**src/rtl/spld_pkg.sv**
```systemverilog
package spld_pkg;

    localparam int LIST_LIMIT  = 100;
    localparam int MAX_OUT     = 25;
    localparam int STORE_DEPTH = 128;
    localparam int ADDR_W      = $clog2(STORE_DEPTH);
    localparam int POS_W       = $clog2(LIST_LIMIT + 4) + 1;
    localparam int CNT_W       = $clog2(MAX_OUT + 1);
    localparam int CFG_IDX_W   = 3;
    localparam int CFG_DATA_W  = 10;

    // register indexes on the configuration port
    localparam logic [CFG_IDX_W-1:0] REG_SCROLL_X    = 3'd0;
    localparam logic [CFG_IDX_W-1:0] REG_SCROLL_Y    = 3'd1;
    localparam logic [CFG_IDX_W-1:0] REG_FLIP_SCREEN = 3'd2;
    localparam logic [CFG_IDX_W-1:0] REG_FLIP_ADJUST = 3'd3;
    localparam logic [CFG_IDX_W-1:0] REG_PARTITION   = 3'd4;

    localparam logic [8:0] FLIP_ADJUST_RST = 9'd439;
    localparam logic [8:0] Y_FLIP_BASE     = 9'd246;
    localparam logic [7:0] Y_FOLD_LIMIT    = 8'd240;
    localparam logic [7:0] Y_OFFSET        = 8'd16;
    localparam logic [8:0] X_BASE          = 9'd256;

    localparam logic [POS_W-1:0] LIMIT_POS = POS_W'(LIST_LIMIT);
    localparam logic [POS_W-1:0] ENTRY_STEP = POS_W'(4);
    localparam logic [CNT_W-1:0] MAX_CNT   = CNT_W'(MAX_OUT);

endpackage

```
**src/rtl/sprite_list_position_decode_top.sv**
```systemverilog
// sprite attribute store and list walker. start with kind low stores one byte;
// busy stays low so writes can follow back to back. start with kind high
// runs a pass: busy rises the next cycle and the block takes no start until
// busy falls. a pass runs a setup step, then for each entry walked (up to 25
// entries) the states RD0 to RD3, ATTR, FLIPX, FLIPY and OUTX in turn, as set
// by the single read port of the sprite store (four byte reads per entry) and
// the one shared 9-bit adder that forms the positions in turn. each result is
// marked by result_valid, high for a single cycle; the receiver cannot stall
// it, so it must take every result as it comes. the final result of a pass
// shows up in the same cycle as busy falls. last marks the final result of a
// pass, and an empty range gives one result with empty_res and last high and
// all other fields zero. the store reads as zero after reset through per-byte
// valid flags, so no clearing sweep is needed. cfg_ready is always high; write
// configuration only while busy is low and no result is still to come.
module sprite_list_position_decode_top
    import spld_pkg::*;
(
    input  logic                  clk,
    input  logic                  rst_n,
    // command channel
    input  logic                  start,
    output logic                  busy,
    input  logic                  kind,
    input  logic [6:0]            address,
    input  logic [7:0]            write_data,
    input  logic                  upper_half,
    // configuration write channel
    input  logic                  cfg_valid,
    output logic                  cfg_ready,
    input  logic [CFG_IDX_W-1:0]  cfg_index,
    input  logic [CFG_DATA_W-1:0] cfg_data,
    // result strobe and fields
    output logic                  result_valid,
    output logic [7:0]            tile_code,
    output logic [3:0]            color,
    output logic                  flip_x,
    output logic                  flip_y,
    output logic [8:0]            screen_x,
    output logic signed [8:0]     screen_y,
    output logic                  empty_res,
    output logic                  last
);

    // one-hot sequencer: setup, four byte reads, then x/y finishing steps
    typedef enum logic [9:0] {
        ST_IDLE  = 10'b00_0000_0001,
        ST_SETUP = 10'b00_0000_0010,
        ST_RD0   = 10'b00_0000_0100,
        ST_RD1   = 10'b00_0000_1000,
        ST_RD2   = 10'b00_0001_0000,
        ST_RD3   = 10'b00_0010_0000,
        ST_ATTR  = 10'b00_0100_0000,
        ST_FLIPX = 10'b00_1000_0000,
        ST_FLIPY = 10'b01_0000_0000,
        ST_OUTX  = 10'b10_0000_0000
    } state_t;

    state_t state_reg, state_next;

    // configuration registers
    logic [9:0] scroll_x_reg;
    logic [8:0] scroll_y_reg;
    logic       flip_screen_reg;
    logic [8:0] flip_adjust_reg;
    logic [7:0] partition_reg;

    // walk state
    logic [POS_W-1:0] pos_reg, pos_next;
    logic [POS_W-1:0] finish_reg, finish_next;
    logic [CNT_W-1:0] cnt_reg, cnt_next;

    // per-entry working registers
    logic [7:0] yoff_reg, yoff_next;
    logic [7:0] sy_reg, sy_next;
    logic [8:0] sx_reg, sx_next;
    logic [8:0] y_reg, y_next;
    logic [7:0] tile_reg, tile_next;
    logic [3:0] color_reg, color_next;
    logic       fy_reg, fy_next;

    // store valid flags (cleared at reset, so unwritten bytes read as zero)
    logic [STORE_DEPTH-1:0] valid_reg;
    logic                   rd_valid_reg;

    // output registers
    logic       result_valid_reg, result_valid_next;
    logic       out_load;
    logic [7:0] out_tile_next;
    logic [3:0] out_color_next;
    logic       out_fx_next, out_fy_next, out_empty_next, out_last_next;
    logic [8:0] out_x_next, out_y_next;

    // store ports
    logic              store_we;
    logic [ADDR_W-1:0] rd_addr;
    logic [1:0]        rd_off;
    logic [7:0]        ram_rdata;
    logic [7:0]        rd_byte;

    // shared adder: sum = a + b + cin (mod 512)
    logic [8:0] alu_a, alu_b, alu_sum;
    logic       alu_cin;

    logic              pass_accept;
    logic [7:0]        part_clamped;
    logic [POS_W-1:0]  pos_step;
    logic [CNT_W-1:0]  cnt_step;
    logic              walk_more;
    logic              y_fold;

    assign busy      = (state_reg != ST_IDLE);
    assign cfg_ready = 1'b1;

    assign store_we    = start && !busy && !kind;
    assign pass_accept = start && !busy && kind;

    assign part_clamped = (partition_reg > LIST_LIMIT[7:0]) ? LIST_LIMIT[7:0] : partition_reg;

    // sprite byte store
    spld_ram #(
        .WIDTH (8),
        .DEPTH (STORE_DEPTH)
    ) u_store (
        .clk   (clk),
        .we    (store_we),
        .waddr (address[ADDR_W-1:0]),
        .wdata (write_data),
        .raddr (rd_addr),
        .rdata (ram_rdata)
    );

    // byte offset within the entry being read this cycle
    always_comb
    begin
        case (state_reg)
            ST_RD1:  rd_off = 2'd1;
            ST_RD2:  rd_off = 2'd2;
            ST_RD3:  rd_off = 2'd3;
            default: rd_off = 2'd0;
        endcase
    end

    assign rd_addr = pos_reg[ADDR_W-1:0] + {{(ADDR_W-2){1'b0}}, rd_off};
    assign rd_byte = rd_valid_reg ? ram_rdata : 8'd0;

    // shared adder operand selection
    always_comb
    begin
        alu_a   = 9'd0;
        alu_b   = 9'd0;
        alu_cin = 1'b0;
        case (state_reg)
            ST_SETUP:
            begin
                alu_a = {1'b0, scroll_y_reg[7:0]};
                alu_b = {1'b0, Y_OFFSET};
            end
            ST_RD1:
            begin
                // b0 - (scroll_y + 16), low byte kept
                alu_a   = {1'b0, rd_byte};
                alu_b   = {1'b1, ~yoff_reg};
                alu_cin = 1'b1;
            end
            ST_RD3:
            begin
                // b2 - scroll_x
                alu_a   = {1'b0, rd_byte};
                alu_b   = ~scroll_x_reg[8:0];
                alu_cin = 1'b1;
            end
            ST_ATTR:
            begin
                // attribute bit 7 adds 256
                alu_a = sx_reg;
                alu_b = {rd_byte[7], 8'd0};
            end
            ST_FLIPX:
            begin
                alu_a   = flip_adjust_reg;
                alu_b   = ~sx_reg;
                alu_cin = 1'b1;
            end
            ST_FLIPY:
            begin
                alu_a   = Y_FLIP_BASE;
                alu_b   = ~{1'b0, sy_reg};
                alu_cin = 1'b1;
            end
            ST_OUTX:
            begin
                alu_a   = X_BASE;
                alu_b   = ~sx_reg;
                alu_cin = 1'b1;
            end
            default:
            begin
                alu_a = 9'd0;
            end
        endcase
    end

    assign alu_sum = alu_a + alu_b + {8'd0, alu_cin};

    // signed y above 240 wraps down by 256 (toggle of the sign bit)
    assign y_fold = !y_reg[8] && (y_reg[7:0] > Y_FOLD_LIMIT);

    assign pos_step  = pos_reg + ENTRY_STEP;
    assign cnt_step  = cnt_reg + CNT_W'(1);
    assign walk_more = (pos_step < finish_reg) && (cnt_step < MAX_CNT);

    // sequencer
    always_comb
    begin
        state_next        = state_reg;
        pos_next          = pos_reg;
        finish_next       = finish_reg;
        cnt_next          = cnt_reg;
        yoff_next         = yoff_reg;
        sy_next           = sy_reg;
        sx_next           = sx_reg;
        y_next            = y_reg;
        tile_next         = tile_reg;
        color_next        = color_reg;
        fy_next           = fy_reg;
        result_valid_next = 1'b0;
        out_load          = 1'b0;
        out_tile_next     = 8'd0;
        out_color_next    = 4'd0;
        out_fx_next       = 1'b0;
        out_fy_next       = 1'b0;
        out_x_next        = 9'd0;
        out_y_next        = 9'd0;
        out_empty_next    = 1'b0;
        out_last_next     = 1'b0;

        case (state_reg)
            ST_IDLE:
            begin
                if (pass_accept)
                begin
                    // range: partition up to the limit, or zero up to partition
                    if (upper_half)
                    begin
                        pos_next    = POS_W'(part_clamped);
                        finish_next = LIMIT_POS;
                    end
                    else
                    begin
                        pos_next    = '0;
                        finish_next = POS_W'(part_clamped);
                    end
                    cnt_next   = '0;
                    state_next = ST_SETUP;
                end
            end
            ST_SETUP:
            begin
                yoff_next = alu_sum[7:0];
                if (pos_reg >= finish_reg)
                begin
                    // empty range: single marker result
                    out_load          = 1'b1;
                    out_empty_next    = 1'b1;
                    out_last_next     = 1'b1;
                    result_valid_next = 1'b1;
                    state_next        = ST_IDLE;
                end
                else
                begin
                    state_next = ST_RD0;
                end
            end
            ST_RD0:
            begin
                state_next = ST_RD1;
            end
            ST_RD1:
            begin
                sy_next    = alu_sum[7:0];
                state_next = ST_RD2;
            end
            ST_RD2:
            begin
                tile_next  = rd_byte;
                state_next = ST_RD3;
            end
            ST_RD3:
            begin
                sx_next    = alu_sum;
                state_next = ST_ATTR;
            end
            ST_ATTR:
            begin
                sx_next    = alu_sum;
                color_next = rd_byte[3:0];
                fy_next    = rd_byte[5] ^ flip_screen_reg;
                state_next = ST_FLIPX;
            end
            ST_FLIPX:
            begin
                if (flip_screen_reg)
                begin
                    sx_next = alu_sum;
                end
                state_next = ST_FLIPY;
            end
            ST_FLIPY:
            begin
                y_next     = flip_screen_reg ? alu_sum : {1'b0, sy_reg};
                state_next = ST_OUTX;
            end
            ST_OUTX:
            begin
                out_load          = 1'b1;
                out_tile_next     = tile_reg;
                out_color_next    = color_reg;
                out_fx_next       = flip_screen_reg;
                out_fy_next       = fy_reg;
                out_x_next        = alu_sum;
                out_y_next        = {y_reg[8] ^ y_fold, y_reg[7:0]};
                out_last_next     = !walk_more;
                result_valid_next = 1'b1;
                pos_next          = pos_step;
                cnt_next          = cnt_step;
                state_next        = walk_more ? ST_RD0 : ST_IDLE;
            end
            default:
            begin
                state_next = ST_IDLE;
            end
        endcase
    end

    // control state and configuration
    always_ff @(posedge clk or negedge rst_n)
    begin
        if (!rst_n)
        begin
            state_reg        <= ST_IDLE;
            result_valid_reg <= 1'b0;
            valid_reg        <= '0;
            rd_valid_reg     <= 1'b0;
            scroll_x_reg     <= 10'd0;
            scroll_y_reg     <= 9'd0;
            flip_screen_reg  <= 1'b0;
            flip_adjust_reg  <= FLIP_ADJUST_RST;
            partition_reg    <= 8'd0;
        end
        else
        begin
            state_reg        <= state_next;
            result_valid_reg <= result_valid_next;
            rd_valid_reg     <= valid_reg[rd_addr];
            if (store_we)
            begin
                valid_reg[address[ADDR_W-1:0]] <= 1'b1;
            end
            if (cfg_valid && cfg_ready)
            begin
                case (cfg_index)
                    REG_SCROLL_X:    scroll_x_reg    <= cfg_data;
                    REG_SCROLL_Y:    scroll_y_reg    <= cfg_data[8:0];
                    REG_FLIP_SCREEN: flip_screen_reg <= cfg_data[0];
                    REG_FLIP_ADJUST: flip_adjust_reg <= cfg_data[8:0];
                    REG_PARTITION:   partition_reg   <= cfg_data[7:0];
                    default:         ;
                endcase
            end
        end
    end

    // datapath registers, no reset needed
    always_ff @(posedge clk)
    begin
        pos_reg    <= pos_next;
        finish_reg <= finish_next;
        cnt_reg    <= cnt_next;
        yoff_reg   <= yoff_next;
        sy_reg     <= sy_next;
        sx_reg     <= sx_next;
        y_reg      <= y_next;
        tile_reg   <= tile_next;
        color_reg  <= color_next;
        fy_reg     <= fy_next;
        if (out_load)
        begin
            tile_code   <= out_tile_next;
            color       <= out_color_next;
            flip_x      <= out_fx_next;
            flip_y      <= out_fy_next;
            screen_x    <= out_x_next;
            screen_y    <= out_y_next;
            empty_res   <= out_empty_next;
            last        <= out_last_next;
        end
    end

    // result strobe: one cycle per transfer
    assign result_valid = result_valid_reg;

endmodule

```
**src/rtl/spld_ram.sv**
```systemverilog
module spld_ram #(
    parameter int WIDTH = 8,
    parameter int DEPTH = 128
) (
    input  logic                     clk,
    input  logic                     we,
    input  logic [$clog2(DEPTH)-1:0] waddr,
    input  logic [WIDTH-1:0]         wdata,
    input  logic [$clog2(DEPTH)-1:0] raddr,
    output logic [WIDTH-1:0]         rdata
);

    logic [WIDTH-1:0] mem [DEPTH];

    always_ff @(posedge clk)
    begin
        if (we)
        begin
            mem[waddr] <= wdata;
        end
        rdata <= mem[raddr];
    end

endmodule

```
**config.mk**
```make
export PLATFORM = sky130hd
export DESIGN_NAME = sprite_list_position_decode_top
export DESIGN_NICKNAME = d
export VERILOG_FILES = /design/src/rtl/spld_pkg.sv /design/src/rtl/sprite_list_position_decode_top.sv /design/src/rtl/spld_ram.sv
export SDC_FILE = /design/constraint.sdc
export NUM_CORES = 2
export LEC_CHECK = 0
export BUFFER_PORTS_ARGS = -buffer_cell sky130_fd_sc_hd__buf_2
export CAP_MARGIN = 20
export CORE_MARGIN = 2
export CORE_UTILIZATION = 40
export DETAILED_ROUTE_END_ITERATION = 8
export GPL_TIMING_DRIVEN = 0
export SLEW_MARGIN = 10
export SYNTH_ARGS = -nofsm -noshare
export SYNTH_HDL_FRONTEND = slang
export SYNTH_SLANG_ARGS = --single-unit
```
**constraint.sdc**
```tcl
create_clock -name clk -period 7.6 [get_ports clk]
set_clock_uncertainty 0.2 [all_clocks]
set_input_delay 1.14 -clock clk [delete_from_list [all_inputs] [get_ports clk]]
set_output_delay 1.14 -clock clk [all_outputs]
set_load 0.01 [all_outputs]
```
* Word-level counts from Yosys, hierarchy flattened
Memories as Yosys holds them, arrays and structs flattened. A register that Yosys moved wholly into a read port is not among the register bits.
Index checks and enable logic that the tools add are counted.
** Storage, ports and cells
- Flip-flop bits (word level) :: 277
- Word-level logic and storage cells :: 118
- Memories :: 1
- Bits in writable memories :: 1024
- Input port bits :: 34
** Memory list
- u_store.mem :: words 128, width 8, read ports 1, clocked after memory_dff 1, write ports 1, line spld_ram.sv:13 : logic [WIDTH-1:0] mem [DEPTH];
** Cells by class
- Add/sub/neg operators :: 5
- Reduce and logical (&&, ||, !) cells :: 25
- Bitwise gates (word level) :: 7
- Order comparisons :: 8
- Muxes and demuxes :: 27
- Equal/unequal tests :: 17
** Operators with widths (count)
- $or A128 B128 Y128 :: 1
- $pmux W9 S6 :: 2
- $pmux W10 S10 :: 1
- $mux W8 :: 5
- $not A9 Y9 :: 2
- $pmux W9 S2 :: 1
- $lt A7 B8 Y1 const B :: 2
- $pmux W8 S2 :: 1
- $reduce_and A2 Y1 :: 8
- $eq A10 B1 Y1 const B :: 1
- $eq A10 B10 Y1 const B :: 1
- $eq A10 B2 Y1 const B :: 1
- $eq A10 B3 Y1 const B :: 1
- $eq A10 B4 Y1 const B :: 1
- $eq A10 B5 Y1 const B :: 1
- $eq A10 B6 Y1 const B :: 1
- $eq A10 B7 Y1 const B :: 1
- $eq A10 B8 Y1 const B :: 1
- $eq A10 B9 Y1 const B :: 1
- $mux W10 :: 1
- $ne A10 B1 Y1 const B :: 1
- $pmux W5 S2 :: 1
- $add A9 B1 Y9 :: 1
- $add A9 B9 Y9 :: 1
- 30 further kinds :: 51

* Longest topological paths before layout
- Word-level depth :: 7
- Mapped depth :: 18

* Modules after synthesis
Synthesis repeated with hierarchy kept, for this count alone.
** Unflattened totals
- Cell total of the unflattened synthesis :: 2599
- Area total of the unflattened synthesis :: 52272.6 um2
** Modules (own cells, without submodules)
- spld_ram :: cells each 1635, instances 1, area an instance 39665.5 um2, sequential area each 30909.6 um2
- sprite_list_position_decode_top :: cells each 964, instances 1, area an instance 12607.1 um2, sequential area each 7452.1 um2

* Worst setup path after synthesis
Ideal clock, no wire load.
- Path type :: register to register
- Start :: reg pos_reg[2]
- End :: reg color[0] (enable)
- Library setup time :: 0.474 ns
- Clock period less this slack :: 4.479 ns
- Cell stages (with the launch flop) :: 8
- Setup slack :: 3.121 ns
- Arrival :: 3.804 ns
- Buffers on the path :: 0
- Cells stage by stage :: edfxtp_1 -> inv_1 -> ha_1 -> o21bai_1 -> a21oi_1 -> o21bai_1 -> a21oi_1 -> o21ai_0
** Between the ends
- Cells in the longest elaborated chain, start to end :: 3
** Ends and longest elaborated chain
- from (decl) :: line sprite_list_position_decode_top.sv:68 : logic [POS_W-1:0] pos_reg, pos_next;
- from (signal assigned) :: line sprite_list_position_decode_top.sv:376 : pos_reg <= pos_next;
- $ge A8 B8 Y1 :: line sprite_list_position_decode_top.sv:260 : if (pos_reg >= finish_reg)
- $mux W1 :: line sprite_list_position_decode_top.sv:260
- $pmux W1 S2 :: line sprite_list_position_decode_top.sv:237 : case (state_reg)
- named net out_load :: line sprite_list_position_decode_top.sv:87 : logic out_load;
- to (signal assigned) :: line sprite_list_position_decode_top.sv:389 : color <= out_color_next;
- to (decl) :: line sprite_list_position_decode_top.sv:35 : output logic [3:0] color,
The timed path passes the listed nets, and every way through them passes these cells.
A chain may end at the register's enable or synchronous reset.

* Final worst setup path
- Start :: reg state_reg[3]
- End :: reg u_store.rdata[2], read port of u_store.mem
** Between the ends
- Cells in the longest elaborated chain, start to end :: 3
- Elaborated cells on any way between the ends :: 5
** Ends and longest elaborated chain
- from (decl) :: line sprite_list_position_decode_top.sv:58 : state_t state_reg, state_next;
- from (signal assigned) :: line sprite_list_position_decode_top.sv:352 : state_reg <= state_next;
- $eq A10 B6 Y1, or another cell as far along :: line sprite_list_position_decode_top.sv:135 : case (state_reg)
- $pmux W2 S3 * :: line sprite_list_position_decode_top.sv:135
- $add A7 B2 Y7 * :: line sprite_list_position_decode_top.sv:143 : assign rd_addr = pos_reg[ADDR_W-1:0] + {{(ADDR_W-2){1'b0}}, rd_off};
- to (decl) :: line spld_ram.sv:10 : output logic [WIDTH-1:0] rdata
Every way passes the cells marked *; elsewhere a longest branch is shown, timed or not.

==> metrics.txt <==
# TYPE chip_impl_metric gauge
chip_impl_metric{name="cts_htree_levels",unit=""} 4
chip_impl_metric{name="route.final.wire_length",unit="um"} 129000
chip_impl_info{name="cpMaxStageDelayCell",value="sky130_fd_sc_hd__nor4_1"} 1
chip_impl_metric{name="timing.slew.headroom",unit=""} 0.261
chip_impl_info{name="run_status",value="finished, violations left"} 1
chip_impl_metric{name="report.final.setup_viol",unit=""} 3
chip_impl_metric{name="max_cap_viols",unit=""} 0
chip_impl_metric{name="total_power",unit="mW"} 15.5
chip_impl_metric{name="post_synth.cell_area_avg",unit="um^2"} 19.2
chip_impl_metric{name="cts_made_buffers",unit=""} 139
chip_impl_metric{name="timing.critical_path.arrival",unit="ns"} 8.10
chip_impl_metric{name="fraction_of_power_consumed_by_combinational_cells",unit=""} 0.061
chip_impl_metric{name="final_period_minus_worst_setup_slack",unit="ns"} 7.87
chip_impl_metric{name="grt_antenna_before_repair",unit=""} 9
chip_impl_metric{name="r2r_slack",unit="ns"} -0.27
chip_impl_metric{name="clock_latency",unit="ns"} 0.75
chip_impl_metric{name="final_antenna_net_count",unit=""} 0
chip_impl_metric{name="global_route.overflow_total",unit=""} 0
chip_impl_metric{name="asr_flop_ratio_synth",unit=""} 0.134
chip_impl_info{name="ys_top_cells_by_area",value="sky130_fd_sc_hd__edfxtp_1 65%, sky130_fd_sc_hd__mux4_2 13%, sky130_fd_sc_hd__dfrtp_1 8.1%, sky130_fd_sc_hd__mux2i_1 1.4%, sky130_fd_sc_hd__nor2_1 1.3%"} 1
chip_impl_metric{name="post-route-util",unit=""} 0.459
chip_impl_metric{name="seq_area",unit="mm^2"} 0.0384
chip_impl_metric{name="first_global_vias",unit=""} 27900
chip_impl_metric{name="cts_num_sinks",unit=""} 1309
chip_impl_metric{name="powerDensity",unit="mW/mm^2"} 261
chip_impl_metric{name="post-route-worst-setup-slack",unit="ns"} -0.269
chip_impl_metric{name="report.final.slew_viol_count",unit=""} 0
chip_impl_metric{name="cts.reportedPaths.clkPinSlew",unit="ns"} 0.06
chip_impl_metric{name="p_int",unit="mW"} 12.1
chip_impl_info{name="timing_worst_setup_path_type",value="flop to flop"} 1
chip_impl_metric{name="fraction_of_power_consumed_by_the_clock_network",unit=""} 0.422
chip_impl_info{name="critical_path.most_common_cell",value="sky130_fd_sc_hd__buf_2"} 1
chip_impl_metric{name="dr_vias",unit=""} 26800
chip_impl_info{name="synth.most_common_cell",value="sky130_fd_sc_hd__edfxtp_1"} 1
chip_impl_info{name="hold_class",value="primary input to async pin"} 1
chip_impl_metric{name="chipWidth",unit="um"} 364
chip_impl_info{name="synth_common_cells",value="1126 x sky130_fd_sc_hd__edfxtp_1, 308 x sky130_fd_sc_hd__mux4_2, 173 x sky130_fd_sc_hd__nor2_1, 167 x sky130_fd_sc_hd__dfrtp_1, 129 x sky130_fd_sc_hd__nand2_1"} 1
chip_impl_metric{name="switchingPower",unit="mW"} 3.39
chip_impl_metric{name="drt-initial-drc-count",unit=""} 2937
chip_impl_metric{name="static-leakage-power",unit="nW"} 20.0
chip_impl_info{name="rsz_0062_raised_after_global_routing",value="true"} 1
chip_impl_metric{name="syn_nets",unit=""} 2762
chip_impl_metric{name="synth_edf_count",unit=""} 1126
chip_impl_metric{name="via_per_inst",unit=""} 5.60
chip_impl_metric{name="holdBufCountCts",unit=""} 0
chip_impl_metric{name="max_freq",unit="GHz"} 0.127
chip_impl_metric{name="final_hold_viol_count",unit=""} 0
chip_impl_metric{name="design.die.area",unit="mm^2"} 0.133
chip_impl_metric{name="final.period_utilization",unit=""} 1.04
chip_impl_metric{name="synth-seq-cells",unit=""} 1309
chip_impl_metric{name="placed_area",unit="mm^2"} 0.0548
chip_impl_metric{name="synth-seq-area-share",unit=""} 0.739
chip_impl_metric{name="mappedNetlistArea",unit="mm^2"} 0.0519
chip_impl_metric{name="finalInstanceArea",unit="mm^2"} 0.0592
chip_impl_metric{name="largest_reg_flops",unit=""} 1024
chip_impl_metric{name="clockBufferDepth",unit=""} 3
chip_impl_metric{name="fillerInstances",unit=""} 10900
chip_impl_metric{name="drive_above_1_share",unit=""} 0.253
chip_impl_metric{name="worst_ir_drop_vdd",unit="uV"} 233
chip_impl_metric{name="routed_wire_length_per_instance",unit="um"} 27.0
chip_impl_metric{name="groute.layer.met3.usage",unit=""} 0.0428
chip_impl_metric{name="routabilityCongestion",unit=""} 0.964
chip_impl_metric{name="synthesis_warning_total",unit=""} 0
chip_impl_metric{name="critical_path.max_fanout",unit=""} 10
chip_impl_metric{name="global_route.usage.total",unit=""} 0.197
chip_impl_info{name="worst_setup_path_end_kind",value="flop"} 1
chip_impl_metric{name="chipHeight",unit="um"} 364
chip_impl_info{name="synthDominantAreaCellType",value="sky130_fd_sc_hd__edfxtp_1"} 1
chip_impl_metric{name="finish.net_count",unit=""} 2987
chip_impl_metric{name="pre_cts_ws",unit="ns"} 0.0381
chip_impl_metric{name="fin_setup_tns",unit="ns"} -0.353
chip_impl_info{name="cp-start-kind",value="flop"} 1
chip_impl_metric{name="floorplan.rows",unit=""} 132
chip_impl_metric{name="pin_count_of_the_biggest_net_entering_global_routing",unit=""} 101
chip_impl_info{name="tritoncts",value="yes"} 1
chip_impl_metric{name="required",unit="ns"} 7.83
chip_impl_info{name="clockRootBuffer",value="sky130_fd_sc_hd__clkbuf_16"} 1
chip_impl_metric{name="synth_top_cell_area_share",unit=""} 0.652
chip_impl_metric{name="drcViolationCount",unit=""} 0
chip_impl_metric{name="netlist_instances",unit=""} 2700
chip_impl_metric{name="use_met1",unit=""} 0.266
chip_impl_metric{name="syn2layout_area_growth",unit="%"} 14.2
chip_impl_metric{name="floorplan.core_area",unit="mm^2"} 0.129
chip_impl_metric{name="worst_stage_delay_on_the_critical_path",unit="ns"} 0.96
chip_impl_metric{name="power.share.sequential",unit=""} 0.517
chip_impl_metric{name="dpl.hpwl",unit="um"} 85500
chip_impl_metric{name="switching_part_of_the_total_power",unit=""} 0.219
chip_impl_metric{name="drt-pass1-iter-count",unit=""} 6
chip_impl_info{name="grt_most_used_layer",value="met2"} 1
chip_impl_metric{name="tightest_slew",unit="ns"} 1.10
chip_impl_metric{name="multiInputGateArea",unit="mm^2"} 0.0129
chip_impl_metric{name="placement.io_buffers",unit=""} 67
chip_impl_metric{name="first_pass_grt_wire_length",unit="um"} 189000
chip_impl_metric{name="count_of_distinct_cell_types_in_the_synthesized_netlist",unit=""} 60
chip_impl_metric{name="grt_use_met2",unit=""} 0.315
chip_impl_metric{name="starting_utilization_of_the_core_area",unit=""} 0.402
chip_impl_metric{name="number_of_i_o_pins",unit=""} 71
chip_impl_info{name="dominantRegCellSynth",value="sky130_fd_sc_hd__edfxtp_1"} 1
chip_impl_info{name="path_cells",value="clkbuf_1, nor3_1, and2_1, nand3_1, nand2_1, ha_1, fa_1, buf_2, buf_2, buf_1, buf_2, mux4_2, mux2i_1, o22ai_1, nor4_1, o2111ai_1"} 1
chip_impl_info{name="violations",value="setup timing"} 1
[cell families after synthesis]
kind of cell    synth area share
mux                        0.157
fa+ha+maj                0.00719
other cells             0.000145
flops                      0.739
simple gates              0.0530
compound gates            0.0252
xor+xnor                 0.00437
buf+inv                   0.0135
[critical path, delay by kind of cell, from the launching register on]
family | cells | cell delay (ns)
AO/OA/AOI/OAI | 2 | 0.82
multiplexers | 2 | 0.64
AND/OR/NAND/NOR | 5 | 2.26
flip-flops | 1 | 0.31
buffers and inverters | 5 | 2.20
adder cells (fa/ha/maj) | 2 | 1.11
[path summary, 6_finish.rpt]
| check | endpoint | startpoint | depth (start not counted) |
|---|---|---|---|
| max | u_store.rdata[2]$_DFF_P_ | state_reg[3]$_DFFE_PN0P_ | 16 |
| min | result_valid$_DFF_PN0_ | rst_n | 1 |
| max reg2reg | u_store.rdata[2]$_DFF_P_ | state_reg[3]$_DFFE_PN0P_ | 16 |
| min reg2reg | valid_reg[91]$_DFFE_PN0P_ | valid_reg[91]$_DFFE_PN0P_ | 1 |
| max in group asynchronous | valid_reg[4]$_DFFE_PN0P_ | rst_n | 2 |
| min in group clk | valid_reg[91]$_DFFE_PN0P_ | valid_reg[91]$_DFFE_PN0P_ | 1 |
[cells in the final DEF, fill, tap and decap left out, drive strengths merged, types with 7 or more instances in the layout]
| master | instances |
|---|---|
| o21ai | 18 |
| dfxtp | 8 |
| xor2 | 9 |
| edfxtp | 1126 |
| nor4 | 11 |
| a21oi | 12 |
| ha | 25 |
| xnor2 | 16 |
| clkinvlp | 7 |
| buf | 144 |
| inv | 27 |
| o2111ai | 8 |
| mux2 | 44 |
| nand3 | 72 |
| dfrtp | 167 |
| clkinv | 43 |
| or2 | 69 |
| and2 | 47 |
| mux2i | 73 |
| dfstp | 8 |
| clkbuf | 265 |
| o22ai | 37 |
| mux4 | 308 |
| nor2 | 173 |
| nand2 | 129 |
| nand2b | 7 |
| nor2b | 13 |
| nor3 | 12 |
| nand4 | 18 |
| o21bai | 66 |
| a22oi | 8 |
[layout make-up]
type / instances / share of cell area
timing repair buffer: 85 / 0.0124
antenna: 2 / 0.0000845
tap: 1742 / 0.0368
multi-input combinational: 1237 / 0.217
clock buffer: 193 / 0.0655
clock inverter: 61 / 0.00839
inverter: 22 / 0.00139
sequential: 1309 / 0.648
buffer: 131 / 0.0103
[repair_timing]
action                                  4_1_cts  5_1_grt
endpoints found under the setup margin        0        8
hold endpoints to repair                      0        0
gates resized for setup                       0        5
buffers inserted                              0        0
[through the flow]
step	std cells	hold slack, ns
5_1_grt	4780	0.274
3_3_place_gp	4509	0.244
4_1_cts	4780	0.230
6_report	4782	0.233
2_1_floorplan	2700	0.234
3_5_place_dp	4526	0.250
[power groups by stage]
stage	sequential (mW)	clock, mW	combinational, mW
finish	8.00	6.52	0.949
floorplan	8.12	0	0.536
global placement	8.15	0	0.899
global route	8.01	6.91	1.01
CTS	8.00	6.64	0.950
detailed placement	8.14	0	0.948
[layer usage]
layer	vias to the layer above	wire, um
met3	235	10000
met2	1065	61600
met4	8	4310
li1	11300	-
met5	-	48
met1	14200	53100
No activity file was read; power rests on OpenSTA's default activity.
